`config.mk`:
```
export PLATFORM = sky130hd
export DESIGN_NAME = rcd_queue
export DESIGN_NICKNAME = d
export VERILOG_FILES = /design/src/hdl/rtmp_chunk_deframer_unit_assert.svh /design/src/hdl/rcd_queue.sv
export SDC_FILE = /design/constraint.sdc
export NUM_CORES = 1
export LEC_CHECK = 0
export BUFFER_PORTS_ARGS = -buffer_cell sky130_fd_sc_hd__buf_2
export CORE_UTILIZATION = 38
export DETAILED_ROUTE_END_ITERATION = 8
export PLACE_DENSITY_LB_ADDON = 0.15
export SYNTH_ARGS = -nofsm -noshare
export SYNTH_HDL_FRONTEND = slang
export SYNTH_SLANG_ARGS = --single-unit
```
`constraint.sdc`:
```
create_clock -name clk -period 1.9 [get_ports clk]
set_input_delay 0.38 -clock clk [delete_from_list [all_inputs] [get_ports clk]]
set_output_delay 0.38 -clock clk [all_outputs]
set_load 0.005 [all_outputs]
```
`src/hdl/rtmp_chunk_deframer_unit_assert.svh`:
```
// ----------------------------------------------------------------------------
// Assertion macros for the chunk deframer.
// Shared property templates used at the end of the top level.
// ----------------------------------------------------------------------------
`ifndef RTMP_CHUNK_DEFRAMER_UNIT_ASSERT_SVH
`define RTMP_CHUNK_DEFRAMER_UNIT_ASSERT_SVH

// Same-cycle implication under reset.
`define RCD_ASSERT_NOW(lbl, ante, cons) \
    lbl: assert property (@(posedge clk) disable iff (!rst_n) (ante) |-> (cons)) \
        else $error("deframer assertion failed");

// Next-cycle implication under reset.
`define RCD_ASSERT_NEXT(lbl, ante, cons) \
    lbl: assert property (@(posedge clk) disable iff (!rst_n) (ante) |=> (cons)) \
        else $error("deframer assertion failed");

`endif

```
`src/hdl/rcd_queue.sv`:
```
// ----------------------------------------------------------------------------
// rcd_queue
// Two-entry queue that decouples a producer from a consumer.
// ----------------------------------------------------------------------------
`default_nettype none

module rcd_queue #(
    parameter int WIDTH = 8
) (
    input  wire logic             clk,
    input  wire logic             rst_n,
    input  wire logic             in_valid,
    input  wire logic [WIDTH-1:0] in_data,
    output      logic             full,
    output      logic             out_valid,
    output      logic [WIDTH-1:0] out_data,
    input  wire logic             out_stall
);

    logic [WIDTH-1:0] slot_reg [2];
    logic             wr_ptr_reg;
    logic             rd_ptr_reg;
    logic [1:0]       count_reg;
    logic             push;
    logic             pop;

    assign full      = (count_reg == 2'd2);
    assign out_valid = (count_reg != 2'd0);
    assign out_data  = slot_reg[rd_ptr_reg];
    assign push      = in_valid && !full;
    assign pop       = out_valid && !out_stall;

    always_ff @(posedge clk or negedge rst_n)
    begin
        if (!rst_n)
        begin
            wr_ptr_reg <= 1'b0;
            rd_ptr_reg <= 1'b0;
            count_reg  <= 2'd0;
        end
        else
        begin
            if (push)
            begin
                wr_ptr_reg <= !wr_ptr_reg;
            end
            if (pop)
            begin
                rd_ptr_reg <= !rd_ptr_reg;
            end
            count_reg <= count_reg + {1'b0, push} - {1'b0, pop};
        end
    end

    always_ff @(posedge clk)
    begin
        if (push)
        begin
            slot_reg[wr_ptr_reg] <= in_data;
        end
    end

endmodule

`default_nettype wire

```
After elaboration in Yosys (flattened, before gate mapping)
Memory sizes are Yosys's and may differ from the RTL's.
Cells that the tools add are included.
Word-level totals
  bits in registers: 4
  bits in latches: 0
  RAM bits: 16
  bits in read-only memories: 0
  bits of input ports: 12
  output and inout bits: 10
  word-level logic and storage cells: 16
  memories kept: 1
Memories
  slot_reg: depth 2, bits a word 8, rd ports 1, clocked after memory_dff 0, wr ports 1, line rcd_queue.sv:20  | logic [WIDTH-1:0] slot_reg [2];
Operators by class
  add/sub/neg operators: 2
  multipliers: 0
  divide/modulo/power cells: 0
  $lt $le $gt $ge: 0
  equality and inequality tests: 1
  shifts and indexed selects: 0
  muxes and demuxes: 2
  bitwise gates (word level): 0
  reductions and logical operators: 7
Operators by type and width (count)
  logical NOT 1 bit: 4
  adder 2 x 1 -> 2 bit: 1
  == test 2 bit (second input constant): 1
  logical AND 1 bit: 2
  2-to-1 mux 1 bit: 2
  nonzero test 2 bit: 1
  subtractor 2 x 1 -> 2 bit: 1

Logic depth before layout (Yosys ltp)
Gate-level depths: netlist of run 1.
  depth in word-level cells: 5
  gate-level depth with buffers: 7
  depth with buffers taken out: 7

Worst setup path before layout of run 1
OpenSTA, ideal clock, no wires.
  path type: register -> register
  from: register count_reg[1]
  to: register count_reg[1]
  setup time: 123 ps
  arrival: 1470 ps
  data required time: 1777 ps
  slack: 307 ps
  stages on the path, launching flop included: 8
  buffers on the path: 0
  period minus slack after synthesis: 1593 ps
  cell sequence: dfrtp_1 > or2_4 > nor2b_4 > ha_1 > inv_1 > ha_1 > xnor2_1 > xnor2_1
On the way
  elaborated cells between the ends (all ways): 7
  classes of those cells: add/sub (2); eq/ne (1); reduce/logical (4)
RTL lines
  from (decl): line rcd_queue.sv:23  | logic [1:0] count_reg;
  from (signal assigned): line rcd_queue.sv:51  | count_reg <= count_reg + {1'b0, push} - {1'b0, pop};
  nonzero test 2 bit: line rcd_queue.sv:28  | assign out_valid = (count_reg != 2'd0);
  named net out_valid: line rcd_queue.sv:15  | output logic out_valid,
  logical AND 1 bit: line rcd_queue.sv:31  | assign pop = out_valid && !out_stall;
  named net pop: line rcd_queue.sv:25  | logic pop;
  subtractor 2 x 1 -> 2 bit: line rcd_queue.sv:51
The timed path passes the listed nets, and every way through them passes these cells.
A chain may end at the register's enable or synchronous reset.

Worst setup path after layout of run 1
  from: register rd_ptr_reg
  to: output out_data[4]
On the way
  word-level cells in the longest chain between the ends: 1
Ends and longest elaborated chain
  from (decl): line rcd_queue.sv:22  | logic rd_ptr_reg;
  from (signal assigned): line rcd_queue.sv:49  | rd_ptr_reg <= !rd_ptr_reg;
  memory (2 x 8 bit)
  to (decl): line rcd_queue.sv:16  | output logic [WIDTH-1:0] out_data,
No other way between the ends.

==> out/metrics.cfg, run 1 <==
[sta]
setup_viol = 0
max_freq_mhz = 562
totalNegativeSetupSlack_ns = 0
finalMaxSlewViolations = 0
timing_worst_slew_pin_value_ns = 0.406
worst_clock_skew_ns = 0.0123
post-route-period-util = 0.936
maxSlewHeadroom = 0.730
rsz_0062_raised_after_global_routing = no
hold_vio_cnt_final = 0
post-route-min-period_ns = 1.78
smallest_hold_slack_ns = 0.265

[drt]
drt.antenna.violating_nets = 0
route.vias.total = 425
totalWireLength_um = 1090
drt_iter0_markers = 6
routedWlPerCell_um = 11.4
vias_per_cell = 4.43
first_pass_iters = 5
post-route-drc-count = 2

[global_routing]
initial_antenna_violation_count = 0
final_global_route_overflow_total = 0
gr-usage-met3 = 0.0340
grt_max_degree = 12
grt_pass1_vias = 403
globalRouteMet2Util = 0.195
grt-busiest-layer = met2
groute.layer.met1.usage = 0.117
globalRouteTotalUtil = 0.111
grt_first_pass_wirelength_um = 1590

[clock_tree]
cts_tree = done
cts.sinks = 20
cts.clk_slew.worst_paths_ns = 0.11
cts-root-buf = sky130_fd_sc_hd__clkbuf_4
insertion_delay_ns = 0.29
ctsHtreeMaxLevel = 1
maximum_clock_insertion_buffer_count = 2
cts_buffers = 3
cts_repair_resize_count = 0

[die]
die_w_um = 47.5
dieHeight_um = 47.5
area_of_the_die_sq_um = 2250
boundaryPins = 22
core_area_sq_um = 1960
floorplan.initialDensity = 0.401
rows = 16

[yosys]
post_synth_inst_count = 43
syn-mean-instance-area_sq_um = 18.3
synth-edff-count = 16
yosysWarningCount = 0
synth_top_area_cell = sky130_fd_sc_hd__edfxtp_1
synth-main-ff-cell = sky130_fd_sc_hd__edfxtp_1
post-synth-top-count-cell = sky130_fd_sc_hd__edfxtp_1
yosysSeqAreaShare = 0.739
synth.top_cells.by_count = sky130_fd_sc_hd__edfxtp_1, sky130_fd_sc_hd__mux2_2, sky130_fd_sc_hd__dfrtp_1
synth_largest_type_area_fraction = 0.611
synthesis.nets = 57
synthArstFlopShare = 0.200
synthTopCellsByArea = sky130_fd_sc_hd__edfxtp_1, sky130_fd_sc_hd__dfrtp_1, sky130_fd_sc_hd__mux2_2
yosys_register_bits = 20
yosysUniqueCellTypes = 14
synthesis.area_sq_um = 786

[worst_setup_path]
worstRegToRegCells = 7
worstPathMaxFanout = 9
r2r-end = count_reg[1]
path_cells = mux2_2, buf_2
worstSetupEndpointType = output pin
cp.arrival_ns = 1.40
reg2reg_from = count_reg[1]
worst-r2r-setup-slack_ns = 0.25
timing.critical_path.required_ns = 1.52
crit_type = reg2out
critical_path_slowest_stage_cell = sky130_fd_sc_hd__dfrtp_1
critPathMaxStageDelay_ns = 0.60
start_kind = flop

[placed_design]
port_buffers = 21
detailed_place_hpwl_um = 828
gp_congestion = 0.682

[final_layout]
fin_nets = 84
largest_register_ffs = 16
multiInputGateArea_sq_um = 193
layout-drive-gt1-share = 0.507
antenna_cells = 0
filler_cell_count = 195
syn2layout_area_growth_pct = 22.6
ff_latch_area_sq_um = 581

[pwr]
p_sw_frac = 0.286
internal_power_uw = 956
seqPwrFrac = 0.518
power_density_nw_per_um2 = 1390
ir_drop_v = 0.000659
power_switching_uw = 383
power.share.combinational = 0.334
clock_power_share = 0.148
standby_leakage_power_uw = 0.000399

[flow_run]
max_cap_violations = 0

[status]
outcome = finished, violations left
violations = design-rule violations

[min_path]
holdCritStartpoint = in_data[0]
hold_class = in2reg
worstHoldEndpoint = slot_reg[1][0]
hold_path_depth = 1

## logic make-up (layout without fill, tap and decap cells)
kind of cell	after synthesis	count (layout)	share of synthesized area
XOR/XNOR	4	4	0.0446
AND/OR/NAND/NOR	6	6	0.0541
multiplexers	8	8	0.115
adder cells (fa/ha/maj)	2	2	0.0318
buffers and inverters	3	29	0.0159
flip-flops	20	20	0.739
## critical path, delay by kind of cell, from the launching register on
kind	cells	cell delay (ns)
multiplexers	1	0.39
flip-flops	1	0.60
buffers and inverters	1	0.13
## per-stage QoR
step                      std cells  power (uW)  worst slack, ns  utilization  instance area [sq um]
after detailed placement         91        1160            0.262        0.473                    927
after global routing             96        1430           0.0458        0.491                    963
after CTS                        96        1360           0.0889        0.491                    963
final                            96        1340            0.121        0.491                    963
after floorplan                  43         989            0.307            -                    786
after global placement           91        1150            0.263        0.473                    927
## placed cells by master (no fill, tap or decap), drive strengths merged, types with 2 or more instances in the layout
cell	count
clkbuf	4
xnor2	3
buf	22
inv	2
mux2	8
dfrtp	4
ha	2
edfxtp	16
## timing repair
| action | CTS | global route |
|---|---|---|
| setup endpoints to repair | 0 | 0 |
| hold buffers | 1 | 0 |
| buffers inserted | 0 | 0 |
| hold endpoints to repair | 4 | 0 |
## layout make-up
class | instances | area share
well taps | 27 | 0.0351
flip-flops and latches | 20 | 0.603
inverters | 2 | 0.00779
clock buffers | 4 | 0.0273
multi-input cells | 20 | 0.200
repair buffers | 23 | 0.127
## routing by layer
metal,up-vias,part of all wire
li1,206,-
met1,210,0.42
met2,9,0.55
met3,0,0.034
met4,0,0
met5,-,0
## worst max path at each step
| stage | end | start | slack (ns) |
|---|---|---|---|
| final | out_data[4] | rd_ptr_reg | 0.12 |
| after global routing | out_data[4] | rd_ptr_reg | 0.05 |
| after floorplan | count_reg[1] | count_reg[1] | 0.31 |
| after global placement | count_reg[1] | count_reg[1] | 0.26 |
| after detailed placement | count_reg[1] | count_reg[1] | 0.26 |
| after CTS | out_data[4] | rd_ptr_reg | 0.09 |
## power by group through the flow
| stage | sequential, uW | combinational (uW) | clock [uW] |
|---|---|---|---|
| after floorplan | 655 | 333 | 0 |
| after global placement | 701 | 448 | 0 |
| after detailed placement | 706 | 454 | 0 |
| after CTS | 696 | 457 | 208 |
| after global routing | 711 | 494 | 228 |
| final | 694 | 447 | 199 |
No activity file was read; power rests on OpenSTA's default activity.
==> inputs of run 2 (changes only) <==
--- a/config.mk
+++ b/config.mk
@@ -9,6 +9,7 @@
 export CORE_UTILIZATION = 38
 export DETAILED_ROUTE_END_ITERATION = 8
 export PLACE_DENSITY_LB_ADDON = 0.15
+export REMOVE_ABC_BUFFERS = 1
 export SYNTH_ARGS = -nofsm -noshare
 export SYNTH_HDL_FRONTEND = slang
 export SYNTH_SLANG_ARGS = --single-unit
==> run 2 against run 1 <==
Net effect: the run now ends clean; register-to-register slack about the same; cell count unchanged; clock power is 18% higher; non-clock buffer count unchanged; critical path depth unchanged; first-iteration DRC count decreased by 67%; die area unchanged; routed wire length down 3.6%; worst setup slack lost 0.012 ns; combinational power shrank 2%; sequential power barely moved; fmax decreased by 0.68%; critical path type unchanged; critical endpoint unchanged; largest cell class unchanged; highest routed layer unchanged.
==> out/metrics.cfg, run 2 (same netlist as run 1, synthesis figures left out) <==
[final_layout]
ff_latch_area_sq_um = 581  ; unchanged
layout.cells.most_common = sky130_fd_sc_hd__buf_2  ; unchanged
syn2layout_area_growth_pct = 23.9  ; was 22.6%
mostFrequentLayoutCells = sky130_fd_sc_hd__buf_2, sky130_fd_sc_hd__edfxtp_1, sky130_fd_sc_hd__mux2_2, sky130_fd_sc_hd__dfrtp_1  ; unchanged
multiInputGateArea_sq_um = 193  ; unchanged
filler_cell_count = 196  ; was 195
largest_register_ffs = 16  ; unchanged
layout-drive-gt1-share = 0.522  ; was 0.507
antenna_cells = 0  ; unchanged
fin_nets = 84  ; unchanged
postLayoutCoreUtil = 0.496  ; was 0.491

[worst_setup_path]
start_kind = flop  ; unchanged
worstRegToRegCells = 7  ; unchanged
timing.critical_path.required_ns = 1.52  ; about the same
reg2reg_from = count_reg[1]  ; unchanged
cp.arrival_ns = 1.41  ; was 1.40 ns
crit_type = reg2out  ; unchanged
worstSetupEndpointType = output pin  ; unchanged
worst-r2r-setup-slack_ns = 0.26  ; was 0.25 ns
worstPathMaxFanout = 9  ; unchanged
r2r-end = count_reg[1]  ; unchanged

[clock_tree]
cts-root-buf = sky130_fd_sc_hd__clkbuf_4  ; unchanged
ctsHtreeMaxLevel = 1  ; unchanged
cts.clk_slew.worst_paths_ns = 0.11  ; about the same
insertion_delay_ns = 0.29  ; about the same
maximum_clock_insertion_buffer_count = 2  ; unchanged
cts.sinks = 20  ; unchanged
cts_post_setup_buffers_inserted = 0  ; unchanged
cts_buffers = 3  ; unchanged
cts_tree = done  ; unchanged

[pwr]
design_power_total_uw = 1370  ; was 1340 uW
clock_power_share = 0.172  ; was 0.148
internal_power_uw = 991  ; was 956 uW
power.share.combinational = 0.320  ; was 0.334
power_switching_uw = 374  ; was 383 uW
standby_leakage_power_uw = 0.000405  ; was 0.000399 uW
ir_drop_v = 0.000771  ; was 0.000659 V
seqPwrFrac = 0.508  ; was 0.518
p_sw_frac = 0.274  ; was 0.286
power_density_nw_per_um2 = 1400  ; was 1390 nW/um^2

[global_routing]
grt_first_pass_wirelength_um = 1450  ; was 1590 um
grt_max_degree = 12  ; unchanged
globalRouteTotalUtil = 0.102  ; was 0.111
initial_antenna_violation_count = 0  ; unchanged
final_global_route_overflow_total = 0  ; unchanged
grt_pass1_vias = 346  ; was 403

[sta]
finalMaxSlewViolations = 0  ; unchanged
maxSlewHeadroom = 0.727  ; was 0.730
timing_worst_slew_pin_value_ns = 0.409  ; was 0.406 ns
setup_viol = 0  ; unchanged
smallest_hold_slack_ns = 0.273  ; was 0.265 ns
max_freq_mhz = 558  ; was 562 MHz
worst_clock_skew_ns = 0.00714  ; was 0.0123 ns
post-route-period-util = 0.943  ; was 0.936
rsz_0062_raised_after_global_routing = no  ; unchanged
setup_slack_ns = 0.109  ; was 0.121 ns
post-route-min-period_ns = 1.79  ; was 1.78 ns
hold_vio_cnt_final = 0  ; unchanged
totalNegativeSetupSlack_ns = 0  ; unchanged

[min_path]
worstHoldEndpoint = slot_reg[0][6]  ; was slot_reg[1][0]
holdCritStartpoint = in_data[6]  ; was in_data[0]
hold_path_depth = 1  ; unchanged
hold_class = in2reg  ; unchanged

[die]
rows = 16  ; unchanged
core_area_sq_um = 1960  ; unchanged
die_w_um = 47.5  ; unchanged
floorplan.initialDensity = 0.401  ; unchanged
boundaryPins = 22  ; unchanged
area_of_the_die_sq_um = 2250  ; unchanged
dieHeight_um = 47.5  ; unchanged

[drt]
first_pass_iters = 4  ; was 5
drt.antenna.violating_nets = 0  ; unchanged
totalWireLength_um = 1050  ; was 1090 um
routedWlPerCell_um = 11.0  ; was 11.4 um
drt_iter0_markers = 2  ; was 6
route.vias.total = 423  ; was 425
vias_per_cell = 4.41  ; was 4.43
post-route-drc-count = 0  ; was 2

[flow_run]
max_cap_violations = 0  ; unchanged

[placed_design]
gp_congestion = 0.667  ; was 0.682
detailed_place_hpwl_um = 798  ; was 828 um
port_buffers = 21  ; unchanged
detailedPlace.worstSlack_ns = 0.264  ; was 0.262 ns

[status]
outcome = finished clean  ; was finished, violations left

-- run 2: cell counts in the layout (fill, tap and decap cells not counted) --
Identical to the previous run, type by type.
-- run 2: worst max-delay path, stage by stage, from the launching register on --
cell                      delay (ns)
sky130_fd_sc_hd__dfrtp_1        0.61
sky130_fd_sc_hd__mux2_2         0.39
sky130_fd_sc_hd__buf_2          0.12
-- run 2: power by group through the flow --
stage / registers (uW) / logic [uW] / clock network (uW)
detailed placement: 704 / 445 / 0
global placement: 706 / 444 / 0
CTS: 696 / 447 / 246
floorplan: 681 / 299 / 0
global route: 711 / 491 / 260
finish: 694 / 437 / 234
-- run 2: how the worst max path moves through the flow --
stage                 start           end  cells past startpoint
3_3_place_gp   count_reg[1]  count_reg[1]                      7
5_1_grt          rd_ptr_reg   out_data[4]                      2
4_1_cts          rd_ptr_reg   out_data[1]                      2
3_5_place_dp   count_reg[1]  count_reg[1]                      7
6_report         rd_ptr_reg   out_data[4]                      2
2_1_floorplan  count_reg[1]  count_reg[1]                      7
-- run 2: repair_timing --
action,4_1_cts,5_1_grt
endpoints found under the hold margin,4,0
hold buffers,1,0
gates resized for setup,0,0
-- run 2: final cells by class --
class	count	area share
Timing Repair Buffer	23	0.126
Tap cell	27	0.0347
Clock buffer	4	0.0373
Sequential cell	20	0.596
Inverter	2	0.00771
Multi-Input combinational cell	20	0.198
-- run 2: layer usage --
layer	track usage	vias up	share of wire
met5	0	-	0
met4	0.0514	0	0
met2	0.173	9	0.55
met1	0.113	205	0.42
li1	-	209	-
met3	0.0340	0	0.031
-- run 2: through the flow --
stage	instances	area [sq um]
floorplan	42	781
global route	96	973
finish	96	973
CTS	96	973
detailed placement	91	927
global placement	91	927
